**config.mk**
```make
export PLATFORM = sky130hd
export DESIGN_NAME = capacitive_key_matrix_scanner
export DESIGN_NICKNAME = d
export VERILOG_FILES = /design/src/rtl/core/ckms_pkg.sv /design/src/rtl/core/capacitive_key_matrix_scanner.sv /design/src/rtl/core/ckms_key_store.sv
export SDC_FILE = /design/constraint.sdc
export NUM_CORES = 1
export LEC_CHECK = 0
export ABC_AREA = 0
export BUFFER_PORTS_ARGS = -buffer_cell sky130_fd_sc_hd__buf_2
export CAP_MARGIN = 20
export CORE_AREA = 3 3 213 215
export DETAILED_ROUTE_END_ITERATION = 7
export DIE_AREA = 0 0 216 218
export SLEW_MARGIN = 20
export SYNTH_ARGS = -nofsm -noshare
export SYNTH_HDL_FRONTEND = slang
export SYNTH_HIERARCHICAL = 1
export SYNTH_SLANG_ARGS = --single-unit
```
**constraint.sdc**
```tcl
create_clock -name clk -period 13.67 [get_ports clk]
set_input_delay 2.734 -clock clk [delete_from_list [all_inputs] [get_ports clk]]
set_output_delay 2.734 -clock clk [all_outputs]
set_load 0.01 [all_outputs]
```
**src/rtl/core/ckms_pkg.sv**
```systemverilog
// shared types and codes for the capacitive key matrix scanner
// no dependencies; imported by ckms_key_store and capacitive_key_matrix_scanner
package ckms_pkg;

    localparam int unsigned POS_W  = 3;
    localparam int unsigned DIM_W  = 4;
    localparam int unsigned PER_IN_W = 16;
    localparam int unsigned CFG_IDX_W = 3;
    localparam int unsigned CFG_DATA_W = 16;

    // item kind carried on s_tuser
    localparam logic KIND_TICK   = 1'b0;
    localparam logic KIND_SAMPLE = 1'b1;

    typedef enum logic [CFG_IDX_W-1:0] {
        CFG_SCAN_ENABLE = 3'd0,
        CFG_ROWS_IN_USE = 3'd1,
        CFG_COLS_IN_USE = 3'd2,
        CFG_SLOW_PERIOD = 3'd3
    } ckms_cfg_index_t;

    // select and drive state shown with each result
    typedef struct packed {
        logic             sample_wanted;
        logic             hys_drive;
        logic [POS_W-1:0] sel_col;
        logic [POS_W-1:0] sel_row;
    } ckms_ctl_t;

    // result beat, lowest field in the lowest bits
    typedef struct packed {
        logic [6:0]       pad;
        logic             fast_mode;
        logic             event_pressed;
        logic [POS_W-1:0] event_col;
        logic [POS_W-1:0] event_row;
        logic             event_valid;
        ckms_ctl_t        ctl;
    } ckms_result_t;

endpackage

```
**src/rtl/core/capacitive_key_matrix_scanner.sv**
```systemverilog
// capacitive key matrix scanner, top level
// scan sequencer, pass timing and change detection around ckms_key_store
// depends on ckms_pkg and ckms_key_store
//
//  channel   | signals                                     | beat
//  ----------+---------------------------------------------+----------------------------
//  s_axis    | s_tvalid s_tready s_tdata s_tuser           | tick or sense sample
//  m_axis    | m_tvalid m_tready m_tdata m_tlast           | one result per input beat
//  cfg       | cfg_valid cfg_ready cfg_index cfg_data      | register write
//
// one input beat per cycle sustained while m_tready is high; an accepted input beat is
// registered into stage 1 and then into the output register, which presents the result
// (stage 0 sequences and issues the key store read on the input edge, stage 1 compares
// and writes back, then the output register holds the beat)
// back-to-back samples to the same key are covered by write forwarding in the store
// m_tready low holds the output register, stage 1 and then s_tready
// reset clears all keys to released at once; no clearing pass
module capacitive_key_matrix_scanner
    import ckms_pkg::*;
#(
    parameter int unsigned MAX_ROWS   = 8,
    parameter int unsigned MAX_COLS   = 8,
    parameter int unsigned TIME_WIDTH = 16
)
(
    input  logic                  clk,
    input  logic                  rst_n,
    input  logic                  s_tvalid,
    output logic                  s_tready,
    input  logic [7:0]            s_tdata,   // [0] key_level, [7:1] zero
    input  logic                  s_tuser,   // [0] kind
    output logic                  m_tvalid,
    input  logic                  m_tready,
    output logic [23:0]           m_tdata,   // [2:0] sel_row, [5:3] sel_col, [6] hys_drive,
                                             // [7] sample_wanted, [8] event_valid,
                                             // [11:9] event_row, [14:12] event_col,
                                             // [15] event_pressed, [16] fast_mode, [23:17] zero
    output logic                  m_tlast,   // pass_done
    input  logic                  cfg_valid,
    output logic                  cfg_ready,
    input  logic [CFG_IDX_W-1:0]  cfg_index,
    input  logic [CFG_DATA_W-1:0] cfg_data
);

    localparam int unsigned KEY_DEPTH = MAX_ROWS * MAX_COLS;
    localparam int unsigned ADDR_W    = (KEY_DEPTH > 1) ? $clog2(KEY_DEPTH) : 1;
    localparam int unsigned PER_W     = (TIME_WIDTH > PER_IN_W) ? TIME_WIDTH : PER_IN_W;
    localparam logic [TIME_WIDTH-1:0] TIME_MAX = '1;
    localparam logic [DIM_W-1:0] ROWS_MAX = DIM_W'(MAX_ROWS);
    localparam logic [DIM_W-1:0] COLS_MAX = DIM_W'(MAX_COLS);

    // configuration registers
    logic                  scan_enable_reg, scan_enable_next;
    logic [DIM_W-1:0]      rows_reg, rows_next;
    logic [DIM_W-1:0]      cols_reg, cols_next;
    logic [PER_IN_W-1:0]   slow_period_reg, slow_period_next;

    // sequencer state
    logic                  scanning_reg, scanning_next;
    logic [POS_W-1:0]      cur_row_reg, cur_row_next;
    logic [POS_W-1:0]      cur_col_reg, cur_col_next;
    logic                  last_active_reg, last_active_next;
    logic [TIME_WIDTH-1:0] pass_elapsed_reg, pass_elapsed_next;
    logic [TIME_WIDTH-1:0] wait_count_reg, wait_count_next;
    logic                  pass_changed_reg, pass_changed_next;

    // stage 1
    logic                  s1_valid_reg, s1_valid_next;
    ckms_ctl_t             s1_ctl_reg, s1_ctl_next;
    logic                  s1_access_reg, s1_access_next;
    logic                  s1_level_reg, s1_level_next;
    logic [POS_W-1:0]      s1_row_reg, s1_row_next;
    logic [POS_W-1:0]      s1_col_reg, s1_col_next;
    logic                  s1_done_reg, s1_done_next;
    logic                  s1_wfast_reg, s1_wfast_next;
    logic [TIME_WIDTH-1:0] s1_wslow_reg, s1_wslow_next;
    logic [ADDR_W-1:0]     s1_idx_reg;

    // output register
    logic                  out_valid_reg, out_valid_next;
    ckms_result_t          out_reg, out_next;
    logic                  out_last_reg, out_last_next;

    logic                  out_free;
    logic                  s1_move;
    logic                  s_accept;
    logic                  in_kind;
    logic                  in_level;
    logic [DIM_W-1:0]      rows_eff;
    logic [DIM_W-1:0]      cols_eff;
    logic [7:0]            idx_wide;
    logic [ADDR_W-1:0]     key_idx;
    logic                  rd_en;
    logic                  old_bit;
    logic                  ev;
    logic                  s1_fast;
    logic [TIME_WIDTH-1:0] s1_wait;
    logic [TIME_WIDTH-1:0] wait_eff;
    logic [TIME_WIDTH-1:0] wait_dec;
    logic [PER_W-1:0]      slow_ext;
    logic [TIME_WIDTH-1:0] period;
    logic                  cfg_we;

    assign out_free = !out_valid_reg || m_tready;
    assign s1_move  = s1_valid_reg && out_free;
    assign s_tready = !s1_valid_reg || out_free;
    assign s_accept = s_tvalid && s_tready;
    assign in_kind  = s_tuser;
    assign in_level = s_tdata[0];
    assign cfg_ready = 1'b1;
    assign cfg_we    = cfg_valid && cfg_ready;

    // live clamp of the matrix size
    always_comb
    begin
        priority if (rows_reg == '0)
            rows_eff = DIM_W'(1);
        else if (rows_reg > ROWS_MAX)
            rows_eff = ROWS_MAX;
        else
            rows_eff = rows_reg;
        priority if (cols_reg == '0)
            cols_eff = DIM_W'(1);
        else if (cols_reg > COLS_MAX)
            cols_eff = COLS_MAX;
        else
            cols_eff = cols_reg;
    end

    // key index row * cols + col, always below the depth
    assign idx_wide = 8'(cur_row_reg) * 8'(cols_eff) + 8'(cur_col_reg);
    assign key_idx  = idx_wide[ADDR_W-1:0];
    assign rd_en    = s_accept && (in_kind == KIND_SAMPLE) && scanning_reg;

    ckms_key_store #(
        .DEPTH  (KEY_DEPTH),
        .ADDR_W (ADDR_W)
    ) u_key_store (
        .clk     (clk),
        .rst_n   (rst_n),
        .rd_en   (rd_en),
        .rd_addr (key_idx),
        .wr_en   (s1_move && s1_access_reg),
        .wr_addr (s1_idx_reg),
        .wr_data (s1_level_reg),
        .rd_data (old_bit)
    );

    // address of the key in stage 1, kept for the write back
    always_ff @(posedge clk)
    begin
        if (rd_en)
        begin
            s1_idx_reg <= key_idx;
        end
    end

    // change detection and the interval chosen at pass end
    assign ev      = s1_access_reg && (old_bit != s1_level_reg);
    assign s1_fast = pass_changed_reg || ev;
    assign s1_wait = s1_fast ? TIME_WIDTH'(s1_wfast_reg) : s1_wslow_reg;
    // a pass ending in stage 1 hands its wait count straight to a tick in stage 0
    assign wait_eff = (s1_valid_reg && s1_done_reg) ? s1_wait : wait_count_reg;
    assign wait_dec = (wait_eff != '0) ? (wait_eff - TIME_WIDTH'(1)) : '0;

    // slow period saturated to the time counter range
    assign slow_ext = PER_W'(slow_period_reg);
    assign period   = (slow_ext > PER_W'(TIME_MAX)) ? TIME_MAX : TIME_WIDTH'(slow_ext);

    always_comb
    begin
        scan_enable_next  = scan_enable_reg;
        rows_next         = rows_reg;
        cols_next         = cols_reg;
        slow_period_next  = slow_period_reg;
        scanning_next     = scanning_reg;
        cur_row_next      = cur_row_reg;
        cur_col_next      = cur_col_reg;
        last_active_next  = last_active_reg;
        pass_elapsed_next = pass_elapsed_reg;
        wait_count_next   = wait_count_reg;
        pass_changed_next = pass_changed_reg;
        s1_valid_next     = s1_valid_reg;
        s1_ctl_next       = s1_ctl_reg;
        s1_access_next    = s1_access_reg;
        s1_level_next     = s1_level_reg;
        s1_row_next       = s1_row_reg;
        s1_col_next       = s1_col_reg;
        s1_done_next      = s1_done_reg;
        s1_wfast_next     = s1_wfast_reg;
        s1_wslow_next     = s1_wslow_reg;
        out_valid_next    = out_valid_reg;
        out_next          = out_reg;
        out_last_next     = out_last_reg;

        // stage 1 retires into the output register
        if (out_free)
        begin
            out_valid_next = s1_valid_reg;
        end
        if (s1_move)
        begin
            out_next.pad           = '0;
            out_next.ctl           = s1_ctl_reg;
            out_next.event_valid   = ev;
            out_next.event_row     = ev ? s1_row_reg : '0;
            out_next.event_col     = ev ? s1_col_reg : '0;
            out_next.event_pressed = ev & s1_level_reg;
            out_next.fast_mode     = s1_done_reg & s1_fast;
            out_last_next          = s1_done_reg;
            if (ev)
            begin
                pass_changed_next = 1'b1;
            end
            if (s1_done_reg)
            begin
                wait_count_next = s1_wait;
            end
        end

        // stage 0: sequencing on the accepted beat
        if (s_tready)
        begin
            s1_valid_next = s_accept;
        end
        if (s_accept)
        begin
            s1_access_next = 1'b0;
            s1_level_next  = in_level;
            s1_row_next    = cur_row_reg;
            s1_col_next    = cur_col_reg;
            s1_done_next   = 1'b0;
            s1_wfast_next  = (pass_elapsed_reg == '0);
            s1_wslow_next  = (pass_elapsed_reg >= period) ? '0 : (period - pass_elapsed_reg);
            if (in_kind == KIND_TICK)
            begin
                if (scanning_reg)
                begin
                    if (pass_elapsed_reg != TIME_MAX)
                    begin
                        pass_elapsed_next = pass_elapsed_reg + TIME_WIDTH'(1);
                    end
                end
                else if (scan_enable_reg)
                begin
                    wait_count_next = wait_dec;
                    if (wait_dec == '0)
                    begin
                        // pass start
                        scanning_next     = 1'b1;
                        cur_row_next      = '0;
                        cur_col_next      = '0;
                        last_active_next  = 1'b0;
                        pass_elapsed_next = '0;
                        pass_changed_next = 1'b0;
                    end
                end
            end
            else if (scanning_reg)
            begin
                s1_access_next   = 1'b1;
                last_active_next = in_level;
                if ((DIM_W'(cur_col_reg) + DIM_W'(1)) < cols_eff)
                begin
                    cur_col_next = cur_col_reg + POS_W'(1);
                end
                else if ((DIM_W'(cur_row_reg) + DIM_W'(1)) < rows_eff)
                begin
                    cur_col_next = '0;
                    cur_row_next = cur_row_reg + POS_W'(1);
                end
                else
                begin
                    // last position: pass end
                    s1_done_next     = 1'b1;
                    scanning_next    = 1'b0;
                    cur_row_next     = '0;
                    cur_col_next     = '0;
                    last_active_next = 1'b0;
                end
            end
            s1_ctl_next.sample_wanted = scanning_next;
            s1_ctl_next.hys_drive     = scanning_next & last_active_next;
            s1_ctl_next.sel_row       = scanning_next ? cur_row_next : '0;
            s1_ctl_next.sel_col       = scanning_next ? cur_col_next : '0;
        end

        // register writes must be made only while idle; the block itself does not enforce it
        if (cfg_we)
        begin
            unique case (ckms_cfg_index_t'(cfg_index))
                CFG_SCAN_ENABLE:
                begin
                    if (cfg_data[0] && !scan_enable_reg)
                    begin
                        wait_count_next = '0;
                    end
                    scan_enable_next = cfg_data[0];
                end
                CFG_ROWS_IN_USE: rows_next = cfg_data[DIM_W-1:0];
                CFG_COLS_IN_USE: cols_next = cfg_data[DIM_W-1:0];
                CFG_SLOW_PERIOD: slow_period_next = cfg_data[PER_IN_W-1:0];
                default:         scan_enable_next = scan_enable_reg;
            endcase
        end
    end

    always_ff @(posedge clk or negedge rst_n)
    begin
        if (!rst_n)
        begin
            scan_enable_reg  <= 1'b0;
            rows_reg         <= DIM_W'(8);
            cols_reg         <= DIM_W'(8);
            slow_period_reg  <= PER_IN_W'(10);
            scanning_reg     <= 1'b0;
            cur_row_reg      <= '0;
            cur_col_reg      <= '0;
            last_active_reg  <= 1'b0;
            pass_elapsed_reg <= '0;
            wait_count_reg   <= '0;
            pass_changed_reg <= 1'b0;
            s1_valid_reg     <= 1'b0;
            s1_access_reg    <= 1'b0;
            s1_done_reg      <= 1'b0;
            out_valid_reg    <= 1'b0;
        end
        else
        begin
            scan_enable_reg  <= scan_enable_next;
            rows_reg         <= rows_next;
            cols_reg         <= cols_next;
            slow_period_reg  <= slow_period_next;
            scanning_reg     <= scanning_next;
            cur_row_reg      <= cur_row_next;
            cur_col_reg      <= cur_col_next;
            last_active_reg  <= last_active_next;
            pass_elapsed_reg <= pass_elapsed_next;
            wait_count_reg   <= wait_count_next;
            pass_changed_reg <= pass_changed_next;
            s1_valid_reg     <= s1_valid_next;
            s1_access_reg    <= s1_access_next;
            s1_done_reg      <= s1_done_next;
            out_valid_reg    <= out_valid_next;
        end
    end

    // payload registers
    always_ff @(posedge clk)
    begin
        s1_ctl_reg   <= s1_ctl_next;
        s1_level_reg <= s1_level_next;
        s1_row_reg   <= s1_row_next;
        s1_col_reg   <= s1_col_next;
        s1_wfast_reg <= s1_wfast_next;
        s1_wslow_reg <= s1_wslow_next;
        out_reg      <= out_next;
        out_last_reg <= out_last_next;
    end

    assign m_tvalid = out_valid_reg;
    assign m_tdata  = out_reg;
    assign m_tlast  = out_last_reg;

endmodule

```
**src/rtl/core/ckms_key_store.sv**
```systemverilog
// one bit per key, synchronous read with registered read data
// cleared by reset through per-entry valid flags; forwards the last write
// depends on ckms_pkg
module ckms_key_store
    import ckms_pkg::*;
#(
    parameter int unsigned DEPTH  = 64,
    parameter int unsigned ADDR_W = 6
)
(
    input  logic              clk,
    input  logic              rst_n,
    input  logic              rd_en,
    input  logic [ADDR_W-1:0] rd_addr,
    input  logic              wr_en,
    input  logic [ADDR_W-1:0] wr_addr,
    input  logic              wr_data,
    output logic              rd_data
);

    logic              key_mem [DEPTH];
    logic              rd_bit_reg;
    logic              rd_vld_reg;
    logic [ADDR_W-1:0] rd_addr_reg;
    logic [DEPTH-1:0]  entry_vld_reg;
    logic              fwd_vld_reg;
    logic [ADDR_W-1:0] fwd_addr_reg;
    logic              fwd_data_reg;

    always_ff @(posedge clk)
    begin
        if (wr_en)
        begin
            key_mem[wr_addr] <= wr_data;
        end
        if (rd_en)
        begin
            rd_bit_reg <= key_mem[rd_addr];
        end
    end

    always_ff @(posedge clk or negedge rst_n)
    begin
        if (!rst_n)
        begin
            entry_vld_reg <= '0;
            rd_vld_reg    <= 1'b0;
            rd_addr_reg   <= '0;
            fwd_vld_reg   <= 1'b0;
            fwd_addr_reg  <= '0;
            fwd_data_reg  <= 1'b0;
        end
        else
        begin
            if (rd_en)
            begin
                rd_vld_reg  <= entry_vld_reg[rd_addr];
                rd_addr_reg <= rd_addr;
            end
            if (wr_en)
            begin
                entry_vld_reg[wr_addr] <= 1'b1;
                fwd_vld_reg  <= 1'b1;
                fwd_addr_reg <= wr_addr;
                fwd_data_reg <= wr_data;
            end
        end
    end

    // a write on the read edge is not in the array read yet
    assign rd_data = (fwd_vld_reg && (fwd_addr_reg == rd_addr_reg)) ? fwd_data_reg
                                                                    : (rd_vld_reg & rd_bit_reg);

endmodule
```
==> impl_metrics.env, run 1 <==
export IMPL_status="completed"
export IMPL_grtUsageTotal=0.139
export IMPL_synthFlopType="dfrtp_1"
export IMPL_grt_use_met3=0.0230
export IMPL_synth_edf_count=121
export IMPL_crit_buf_inv=2
export IMPL_powerDensity_nw_per_um2=171
export IMPL_routed_via_density=5.10
export IMPL_grt_max_degree=88
export IMPL_ys_warnings_count=6
export IMPL_dr_pass1_iters=5
export IMPL_cts_tree="built"
export IMPL_cts_root_buf="clkbuf_16"
export IMPL_grt_use_met1=0.199
export IMPL_fin_tns_setup_ns=0
export IMPL_finalHoldViolations=0
export IMPL_cp_common_cell="buf_2"
export IMPL_num_rows=77
export IMPL_cts_path_max_buffers=3
export IMPL_synth_area_um2=13900
export IMPL_drtAntennaViolNets=0
export IMPL_power_frac_clock=0.289
export IMPL_cpMaxStageDelayCell="nor2b_1"
export IMPL_gp_congestion=0.844
export IMPL_ioPinCount=61
export IMPL_fmax_mhz=167
export IMPL_post_cts_resized=0
export IMPL_critPathArrivalTime_ns=3.27
export IMPL_grt_pass1_vias=9429
export IMPL_drcViolationCount=0
export IMPL_use_met2=0.219
export IMPL_ys_ff_latch=270
export IMPL_postCtsSetupRepairBufs=0
export IMPL_netlist_instances=1212
export IMPL_layout_common_cells="dfrtp_1 (145), nor2_1 (136), edfxtp_1 (121)"
export IMPL_ys_types=88
export IMPL_place_area_um2=14700
export IMPL_vias=9531
export IMPL_insertion_delay_ns=0.57
export IMPL_critPathTopFamily="buffers and inverters"
export IMPL_period_minus_slack_ns=6.00
export IMPL_final_area_um2=15600
export IMPL_finalCritPeriodShare=0.439
export IMPL_grt_pass1_wl_um=53000
export IMPL_mostFrequentLayoutCell="dfrtp_1"
export IMPL_path_cells="buf_2 -> nor2b_1 -> nand2_1 -> buf_2"
export IMPL_max_stage_delay_ns=0.16
export IMPL_n_fill_cell=4347
export IMPL_ctsHoldBuffers=0
export IMPL_grt_overflow=0
export IMPL_port_buffers=45
export IMPL_setup_violations_final=0
export IMPL_coreArea_um2=43900
export IMPL_cts_made_buffers=28
export IMPL_ctsHtreeMaxLevel=1
export IMPL_die_h_um=218
export IMPL_post_drt_wl_per_cell_um=17.7
export IMPL_route_final_wire_length_um=33100
export IMPL_dpl_hpwl_um=22100
export IMPL_power_frac_comb=0.307
export IMPL_r2r_start="u_key_store/rd_addr_reg[5]"
export IMPL_startpoint_type="input pin"
export IMPL_worstSetupStartpoint="m_tready"
export IMPL_regToRegSetupSlack_ns=8.23
export IMPL_fin_skew_ns=0.0241
export IMPL_path_max_fanout=3
export IMPL_path_clk_slew_ns=0.06
export IMPL_tightest_slew_ns=1.13
export IMPL_internal_power_mw=1.76
export IMPL_async_flop_share=0.552
export IMPL_drv_slew=0
export IMPL_pwr_share_seq=0.404
export IMPL_p_sw_frac=0.339
export IMPL_antenna_found_initial=7
export IMPL_finalNetCount=1326
export IMPL_syn_area_per_cell_um2=11.4
export IMPL_hold_start="s1_ctl_reg[4]"
export IMPL_drv_cap=0
export IMPL_leakagePower_nw=6.45
export IMPL_drt_iter0_drc=773
export IMPL_syn2layout_area_growth_pct=12.7
export IMPL_endpoint_kind="primary output"
export IMPL_power_switching_uw=906
export IMPL_drive_above_1_share=0.212
export IMPL_required_ns=10.94
export IMPL_ir_drop_v=0.0000989
export IMPL_power_total_mw=2.67
export IMPL_fin_util=0.356
export IMPL_rsz0062_at_grt="false"
export IMPL_min_path_type="flip-flop to flip-flop"
export IMPL_fp_dieW_um=216
export IMPL_start_util=0.316
export IMPL_grt_busiest_layer="met2"
export IMPL_cts_sinks=270
export IMPL_ys_seq_area_frac=0.531
export IMPL_worstSetupPathType="input pin to primary output"
export IMPL_die_area_um2=47100
export IMPL_timing_slew_headroom=0.239
==> per-layer routing <==
metal	vias up	wire, µm
li1	4469	-
met1	4736	15400
met4	10	743
met5	-	64
met2	263	14900
met3	53	1970
==> power by group through the flow <==
stage / Sequential [mW] / Combinational, mW / Clock (mW)
after CTS: 1.07 / 0.821 / 0.792
final: 1.08 / 0.820 / 0.771
after global placement: 1.09 / 0.802 / 0
after floorplan: 1.05 / 0.652 / 0
after global routing: 1.09 / 0.909 / 0.822
after detailed placement: 1.09 / 0.818 / 0
==> synthesized netlist by cell type (6+ instances only) <==
cell,number,area (µm²)
and3_1,19,119
and2_1,14,87.6
o21ai_0,37,185
inv_1,47,176
nand3_1,40,200
mux4_2,22,495
nand2b_1,13,81.3
xor2_1,13,114
a21o_1,9,67.6
nor2_1,136,510
or3_1,7,43.8
a22oi_1,8,60.1
buf_4,8,60.1
xnor2_1,21,184
o211ai_1,7,52.6
mux4_1,10,263
a31oi_1,16,100
nor2b_1,19,119
edfxtp_1,121,3630
nor4_1,10,62.6
a21oi_1,57,285
clkbuf_1,24,90.1
or4_1,7,52.6
buf_1,6,22.5
or2_2,71,444
nand4_1,10,62.6
o22ai_1,7,43.8
o31ai_1,7,52.6
a211oi_1,6,45.0
nor3_1,19,95.1
nand2_1,84,315
dfrtp_1,145,3630
mux2_2,40,450
ha_1,37,463
mux2i_1,7,70.1
buf_2,14,70.1
==> cell type report <==
type / instances / area [µm²] / share of cell area
diodes: 2 / 5.00 / 0.000320
clock buffers: 35 / 767 / 0.0491
clock inverters: 17 / 170 / 0.0109
inverters: 49 / 184 / 0.0118
multi-input cells: 843 / 6060 / 0.388
flip-flops and latches: 270 / 7370 / 0.471
well taps: 592 / 741 / 0.0474
repair buffers: 59 / 337 / 0.0215
==> metrics by stage <==
stage               hold slack, ns  worst slack [ns]  cells
floorplan                    0.400              7.96   1218
global placement             0.403              7.68   1813
detailed placement           0.407              7.66   1813
CTS                          0.419              7.65   1865
global route                 0.420              7.60   1867
finish                       0.419              7.67   1867
==> worst reg2reg max path, cell delays in order (launching register included) <==
cell	delay, ns
dfrtp_1	0.39
xor2_1	0.17
or4_1	0.54
o21ai_0	0.34
xor2_1	0.11
buf_4	0.22
a21oi_4	0.64
a31oi_1	0.17
ha_1	0.31
o211ai_2	0.17
nor2_2	0.09
xor2_1	0.18
or4_1	0.60
nor4_4	0.28
a21o_2	0.23
nand2_2	0.08
nor3_4	0.55
o21ai_0	0.22
==> cell families (layout without fill, tap and decap cells) <==
| logic type | after synthesis | after routing | share of synthesized area |
|---|---|---|---|
| other | 2 | 10 | 0.000541 |
| and+or+nand+nor | 476 | 476 | 0.179 |
| xor gates and xnor gates | 34 | 34 | 0.0215 |
| DFF | 270 | 270 | 0.531 |
| buffers and inverters | 105 | 160 | 0.0346 |
| muxes | 79 | 79 | 0.0922 |
| AOI/OAI and AO/OA | 204 | 204 | 0.100 |
| adders and majority gates | 42 | 42 | 0.0406 |
==> final timing paths <==
kind	endpoint	cells past startpoint
worst max-delay path	s_tready	4
worst min-delay path	m_tdata[4]	0
worst max register to register	pass_elapsed_reg[11]	17
worst min register to register	m_tdata[4]	0
max in group asynchronous	slow_ext[8]	2
min in group asynchronous	u_key_store/entry_vld_reg[40]	1
(Power assumes the default switching activity.)
==> run 2: changes to the inputs <==
==> constraint.sdc (replaced) <==
create_clock -name clk -period 5.5 [get_ports clk]
set_input_delay 1.1 -clock clk [delete_from_list [all_inputs] [get_ports clk]]
set_output_delay 1.1 -clock clk [all_outputs]
set_load 0.01 [all_outputs]
==> run 2 against run 1 <==
Compared with the run above:
- sequential cell count did not move
- first-iteration DRC count decreased by 14%
- global-route usage grew 0.13 points
- critical path type is now flip-flop to flip-flop
- critical endpoint is now pass_elapsed_reg[10]
==> impl_metrics.env, run 2 (synthesized netlist as in run 1, its figures left out) <==
export IMPL_status="completed"
export IMPL_min_path_type="flip-flop to flip-flop"
export IMPL_path_max_fanout=13
export IMPL_fp_dieW_um=216
export IMPL_syn2layout_area_growth_pct=13.3
export IMPL_grt_pass1_wl_um=53600
export IMPL_route_final_wire_length_um=33300
export IMPL_reg2reg_depth=20
export IMPL_die_h_um=218
export IMPL_tightest_slew_ns=1.02
export IMPL_num_rows=77
export IMPL_port_buffers=45
export IMPL_path_clk_slew_ns=0.06
export IMPL_gp_congestion=0.847
export IMPL_fin_tns_setup_ns=0
export IMPL_dpl_hpwl_um=22600
export IMPL_drtAntennaViolNets=0
export IMPL_post_cts_resized=0
export IMPL_cts_root_buf="clkbuf_16"
export IMPL_hold_start="s1_ctl_reg[2]"
export IMPL_final_area_um2=15700
export IMPL_post_drt_wl_per_cell_um=17.8
export IMPL_postCtsSetupRepairBufs=0
export IMPL_finalNetCount=1332
export IMPL_place_area_um2=14700
export IMPL_fmax_mhz=200
export IMPL_drt_iter0_drc=664
export IMPL_start_util=0.316
export IMPL_grtUsageTotal=0.140
export IMPL_ctsHtreeMaxLevel=1
export IMPL_dr_pass1_iters=5
export IMPL_n_fill_cell=4378
export IMPL_finalHoldViolations=0
export IMPL_insertion_delay_ns=0.56
export IMPL_powerDensity_nw_per_um2=430
export IMPL_regToRegSetupSlack_ns=0.49
export IMPL_timing_slew_headroom=0.322
export IMPL_ir_drop_v=0.000233
export IMPL_antenna_found_initial=6
export IMPL_cts_path_max_buffers=3
export IMPL_r2r_end="pass_elapsed_reg[10]"
export IMPL_grt_overflow=0
export IMPL_grt_max_degree=74
export IMPL_drcViolationCount=0
export IMPL_ctsHoldBuffers=0
export IMPL_required_ns=5.92
export IMPL_vias=9630
export IMPL_mostFrequentLayoutCell="dfrtp_1"
export IMPL_drv_cap=0
export IMPL_worstHoldEndpoint="m_tdata[2]"
export IMPL_cts_tree="built"
export IMPL_layout_common_cells="dfrtp_1 (145), nor2_1 (136), edfxtp_1 (121)"
export IMPL_grt_pass1_vias=9600
export IMPL_worstSetupPathType="flip-flop to flip-flop"
export IMPL_period_minus_slack_ns=5.01
export IMPL_cts_sinks=270
export IMPL_coreArea_um2=43900
export IMPL_startpoint_type="flip-flop"
export IMPL_cts_made_buffers=29
export IMPL_setup_violations_final=0
export IMPL_die_area_um2=47100
export IMPL_fin_skew_ns=0.0152
export IMPL_critPathArrivalTime_ns=5.43
export IMPL_ioPinCount=61
export IMPL_endpoint_kind="flip-flop"
export IMPL_r2r_start="u_key_store/rd_addr_reg[3]"
export IMPL_holdPathStages=0
export IMPL_finalCritPeriodShare=0.911
export IMPL_routed_via_density=5.14
export IMPL_drv_slew=0
export IMPL_rsz0062_at_grt="false"
export IMPL_drive_above_1_share=0.213
export IMPL_leakagePower_nw=6.50
run 2: changes by cell type in the layout (fill, tap and decap cells not counted), sizes merged:
cell and delta:
clkbuf +9, clkinv -8, buf +5, bufinv +1, diode -1
run 2: metal layers:
metal  share of wire  global-route usage
met4           0.021              0.0409
met2            0.45               0.217
met3           0.067              0.0259
met5          0.0018                   0
met1            0.46               0.201
run 2: worst max-delay path by stage:
stage,start,end,slack [ns]
floorplan,u_key_store/rd_addr_reg[5],cur_row_reg[2],0.67
global placement,u_key_store/rd_addr_reg[3],pass_elapsed_reg[5],0.59
detailed placement,u_key_store/rd_addr_reg[3],pass_elapsed_reg[10],0.53
CTS,u_key_store/rd_addr_reg[3],pass_elapsed_reg[10],0.49
global route,u_key_store/rd_addr_reg[3],pass_elapsed_reg[10],0.11
finish,u_key_store/rd_addr_reg[3],pass_elapsed_reg[10],0.49
run 2: stage by stage:
step           setup WS (ns)  power [mW]  hold WS [ns]   util  cells
3_5_place_dp           0.528        4.76         0.409  0.335   1818
5_1_grt                0.110        7.15         0.430  0.358   1873
2_1_floorplan          0.668        4.22         0.400      -   1218
4_1_cts                0.490        6.79         0.427  0.358   1872
6_report               0.492        6.76         0.426  0.358   1873
3_3_place_gp           0.587        4.72         0.405  0.335   1818
run 2: layout make-up:
class	instances	area, µm²	share of cell area
Sequential cell	270	7370	0.468
Tap cell	592	741	0.0471
Clock inverter	10	138	0.00875
Clock buffer	44	842	0.0535
Inverter	49	184	0.0117
Multi-Input combinational cell	843	6080	0.387
Timing Repair Buffer	64	374	0.0238
Antenna cell	1	2.50	0.000159
run 2: critical path, cell delays in order (launching register included):
cell       delay [ns]
dfrtp_1          0.38
xnor2_1          0.21
nand4_1          0.14
or4_1            0.43
nand3_1          0.09
o21ai_0          0.14
xnor2_1          0.34
a2bb2oi_1        0.25
o211ai_1         0.14
inv_1            0.14
ha_1             0.28
o211ai_2         0.20
a211oi_4         0.38
xnor2_1          0.11
or4_1            0.47
nor4_4           0.25
a21o_2           0.22
nand2_2          0.07
nor3_4           0.20
buf_4            0.26
o21ai_0          0.12
run 2: where the power goes:
part | internal [mW] | total (mW) | switching [mW]
Clock | 1.20 | 2.00 | 0.802
Combinational | 0.908 | 2.07 | 1.16
Sequential | 2.40 | 2.69 | 0.286
Total | 4.50 | 6.76 | 2.25
==> run 3: changes to the inputs <==
--- a/config.mk
+++ b/config.mk
@@ -8,9 +8,10 @@
 export ABC_AREA = 0
 export BUFFER_PORTS_ARGS = -buffer_cell sky130_fd_sc_hd__buf_2
 export CAP_MARGIN = 20
-export CORE_AREA = 3 3 213 215
+export CORE_AREA = 3 3 203 225
 export DETAILED_ROUTE_END_ITERATION = 7
-export DIE_AREA = 0 0 216 218
+export DIE_AREA = 0 0 206 228
+export PLACE_DENSITY = 0.53
 export SLEW_MARGIN = 20
 export SYNTH_ARGS = -nofsm -noshare
 export SYNTH_HDL_FRONTEND = slang
==> run 3 against run 2 <==
Compared with the run above:
- final cell count down 1.0%
- die area fell by 0.25%
- sequential cell count stayed put
- hold slack got worse by 0.087 ns
- clock power decreased by 5%
- sequential share of layout area is 0.21 points higher
- via count fell by 1.8%
- global-route usage rose by 0.52 points
- clock skew decreased by 0.0062 ns
- first-iteration DRC count increased by 21%
- final area is 0.45% lower
- non-clock buffer count increased by 2
==> impl_metrics.env, run 3 (synthesized netlist as in run 1, its figures left out) <==
export IMPL_status="completed"
export IMPL_gp_congestion=0.833
export IMPL_grt_pass1_vias=9530
export IMPL_reg2reg_depth=20
export IMPL_period_minus_slack_ns=5.04
export IMPL_drv_cap=0
export IMPL_regToRegSetupSlack_ns=0.46
export IMPL_grt_use_met1=0.222
export IMPL_timing_slew_headroom=0.301
export IMPL_critPathTopFamily="simple AND/OR/NAND/NOR gates"
export IMPL_syn2layout_area_growth_pct=12.8
export IMPL_ctsHtreeMaxLevel=1
export IMPL_start_util=0.319
export IMPL_required_ns=5.94
export IMPL_setup_violations_final=0
export IMPL_power_frac_comb=0.311
export IMPL_antenna_found_initial=1
export IMPL_worstSetupStartpoint="u_key_store/rd_addr_reg[4]"
export IMPL_dr_pass1_iters=5
export IMPL_finalNetCount=1333
export IMPL_dp_slack_ns=0.398
export IMPL_vias=9457
export IMPL_use_met2=0.215
export IMPL_r2r_start="u_key_store/rd_addr_reg[4]"
export IMPL_die_area_um2=47000
export IMPL_min_path_type="input pin to async pin"
export IMPL_endpoint_kind="flip-flop"
export IMPL_ir_drop_v=0.000264
export IMPL_grt_max_degree=139
export IMPL_cts_sinks=270
export IMPL_drcViolationCount=0
export IMPL_grt_busiest_layer="met1"
export IMPL_antenna_cells=0
export IMPL_cts_root_buf="clkbuf_16"
export IMPL_coreArea_um2=43400
export IMPL_grt_overflow=0
export IMPL_max_stage_delay_ns=0.56
export IMPL_crit_buf_inv=2
export IMPL_fin_tns_setup_ns=0
export IMPL_grtUsageTotal=0.145
export IMPL_fin_skew_ns=0.00900
export IMPL_r2r_end="pass_elapsed_reg[7]"
export IMPL_critPathArrivalTime_ns=5.47
export IMPL_tightest_slew_ns=1.05
export IMPL_port_buffers=45
export IMPL_grt_use_met3=0.0194
export IMPL_post_cts_resized=0
export IMPL_layout_common_cells="dfrtp_1 (145), nor2_1 (136), edfxtp_1 (121)"
export IMPL_cts_path_max_buffers=3
export IMPL_mostFrequentLayoutCell="dfrtp_1"
export IMPL_crit_path_end="pass_elapsed_reg[7]"
export IMPL_leakagePower_nw=6.48
export IMPL_insertion_delay_ns=0.56
export IMPL_drtAntennaViolNets=0
export IMPL_cpMaxStageDelayCell="or4_1"
export IMPL_startpoint_type="flip-flop"
export IMPL_pwr_share_seq=0.402
export IMPL_drt_iter0_drc=802
export IMPL_fp_dieW_um=206
export IMPL_power_frac_clock=0.287
export IMPL_finalCritPeriodShare=0.916
export IMPL_drv_slew=0
export IMPL_die_h_um=228
export IMPL_path_cells="xnor2_1 -> nand4_1 -> or4_1 -> nand3_1 -> o21ai_0 -> xnor2_1 -> a2bb2oi_1 -> o211ai_1 -> inv_1 -> ha_1 -> and4_1 -> a221oi_1 -> nand4b_1 -> or4_1 -> nor4_4 -> a21o_2 -> nand2_2 -> nor3_4 -> buf_4 -> o21ai_0"
export IMPL_path_max_fanout=12
export IMPL_path_clk_slew_ns=0.06
export IMPL_worstSetupPathType="flip-flop to flip-flop"
export IMPL_cts_made_buffers=28
export IMPL_routed_via_density=5.10
export IMPL_num_rows=80
export IMPL_path_depth=20
export IMPL_powerDensity_nw_per_um2=425
export IMPL_power_switching_mw=2.26
export IMPL_setup_ws_ns=0.464
export IMPL_finalHoldViolations=0
export IMPL_grt_pass1_wl_um=55000
export IMPL_p_sw_frac=0.340
export IMPL_fmax_mhz=199
export IMPL_power_total_mw=6.65
export IMPL_route_final_wire_length_um=33900
export IMPL_internal_power_mw=4.39
export IMPL_drive_above_1_share=0.213
export IMPL_cts_tree="built"
export IMPL_n_fill_cell=4313
export IMPL_dpl_hpwl_um=22600
export IMPL_ioPinCount=61
export IMPL_post_drt_wl_per_cell_um=18.3
export IMPL_rsz0062_at_grt="false"
==> run 3: changes by cell type in the layout (fill, tap and decap cells not counted), sizes merged <==
cell	before	now
clkinv	3	7
buf	64	66
bufinv	3	1
clkbuf	44	42
inv	51	49
diode	1	0
==> run 3: timing repair <==
item                                    CTS  global route
hold buffers                              0             0
buffers inserted                          0             2
endpoints found under the setup margin    0             5
==> run 3: layout make-up <==
class	count	area [µm²]	share of cell area
multi-input cells	843	6060	0.387
flip-flops and latches	270	7370	0.471
well taps	574	718	0.0459
clock buffers	42	825	0.0527
inverters	49	184	0.0117
clock inverters	10	96.3	0.00615
repair buffers	66	402	0.0257
==> run 3: through the flow <==
stage	cells	utilization	hold WS, ns	area [µm²]
after floorplan	1218	-	0.400	13900
after global placement	1799	0.339	0.403	14700
after detailed placement	1800	0.339	0.405	14700
after CTS	1852	0.360	0.310	15600
after global routing	1854	0.360	0.331	15700
final	1854	0.360	0.339	15700
==> run 3: worst reg2reg max path, cell delays in order (launching register included) <==
cell and delay, ns:
dfrtp_1 0.40, xnor2_1 0.17, nand4_1 0.12, or4_1 0.43, nand3_1 0.10, o21ai_0 0.16
xnor2_1 0.34, a2bb2oi_1 0.25, o211ai_1 0.14, inv_1 0.14, ha_1 0.28, and4_1 0.22
a221oi_1 0.10, nand4b_1 0.21, or4_1 0.56, nor4_4 0.32, a21o_2 0.24, nand2_2 0.09
nor3_4 0.27, buf_4 0.27, o21ai_0 0.11
==> run 3: power groups by stage <==
stage	clock network [mW]	logic (mW)	registers [mW]
after floorplan	0	1.62	2.60
after global routing	2.04	2.31	2.71
after global placement	0	2.04	2.70
after CTS	1.96	2.08	2.67
after detailed placement	0	2.07	2.71
final	1.91	2.07	2.67
==> run 3: worst min-delay path by stage <==
stage	start	end	slack [ns]	depth (start not counted)
2_1_floorplan	s1_ctl_reg[0]	m_tdata[0]	0.40	0
3_3_place_gp	s1_ctl_reg[6]	m_tdata[6]	0.40	0
3_5_place_dp	s1_ctl_reg[1]	m_tdata[1]	0.40	0
4_1_cts	rst_n	slow_ext[9]	0.31	1
5_1_grt	rst_n	slow_ext[9]	0.33	1
6_report	rst_n	slow_ext[9]	0.34	1
==> run 3: layer usage <==
layer | wire length (µm) | vias up
met5 | 7 | -
met4 | 656 | 2
met3 | 1650 | 42
met2 | 15000 | 233
met1 | 16600 | 4693
li1 | - | 4487
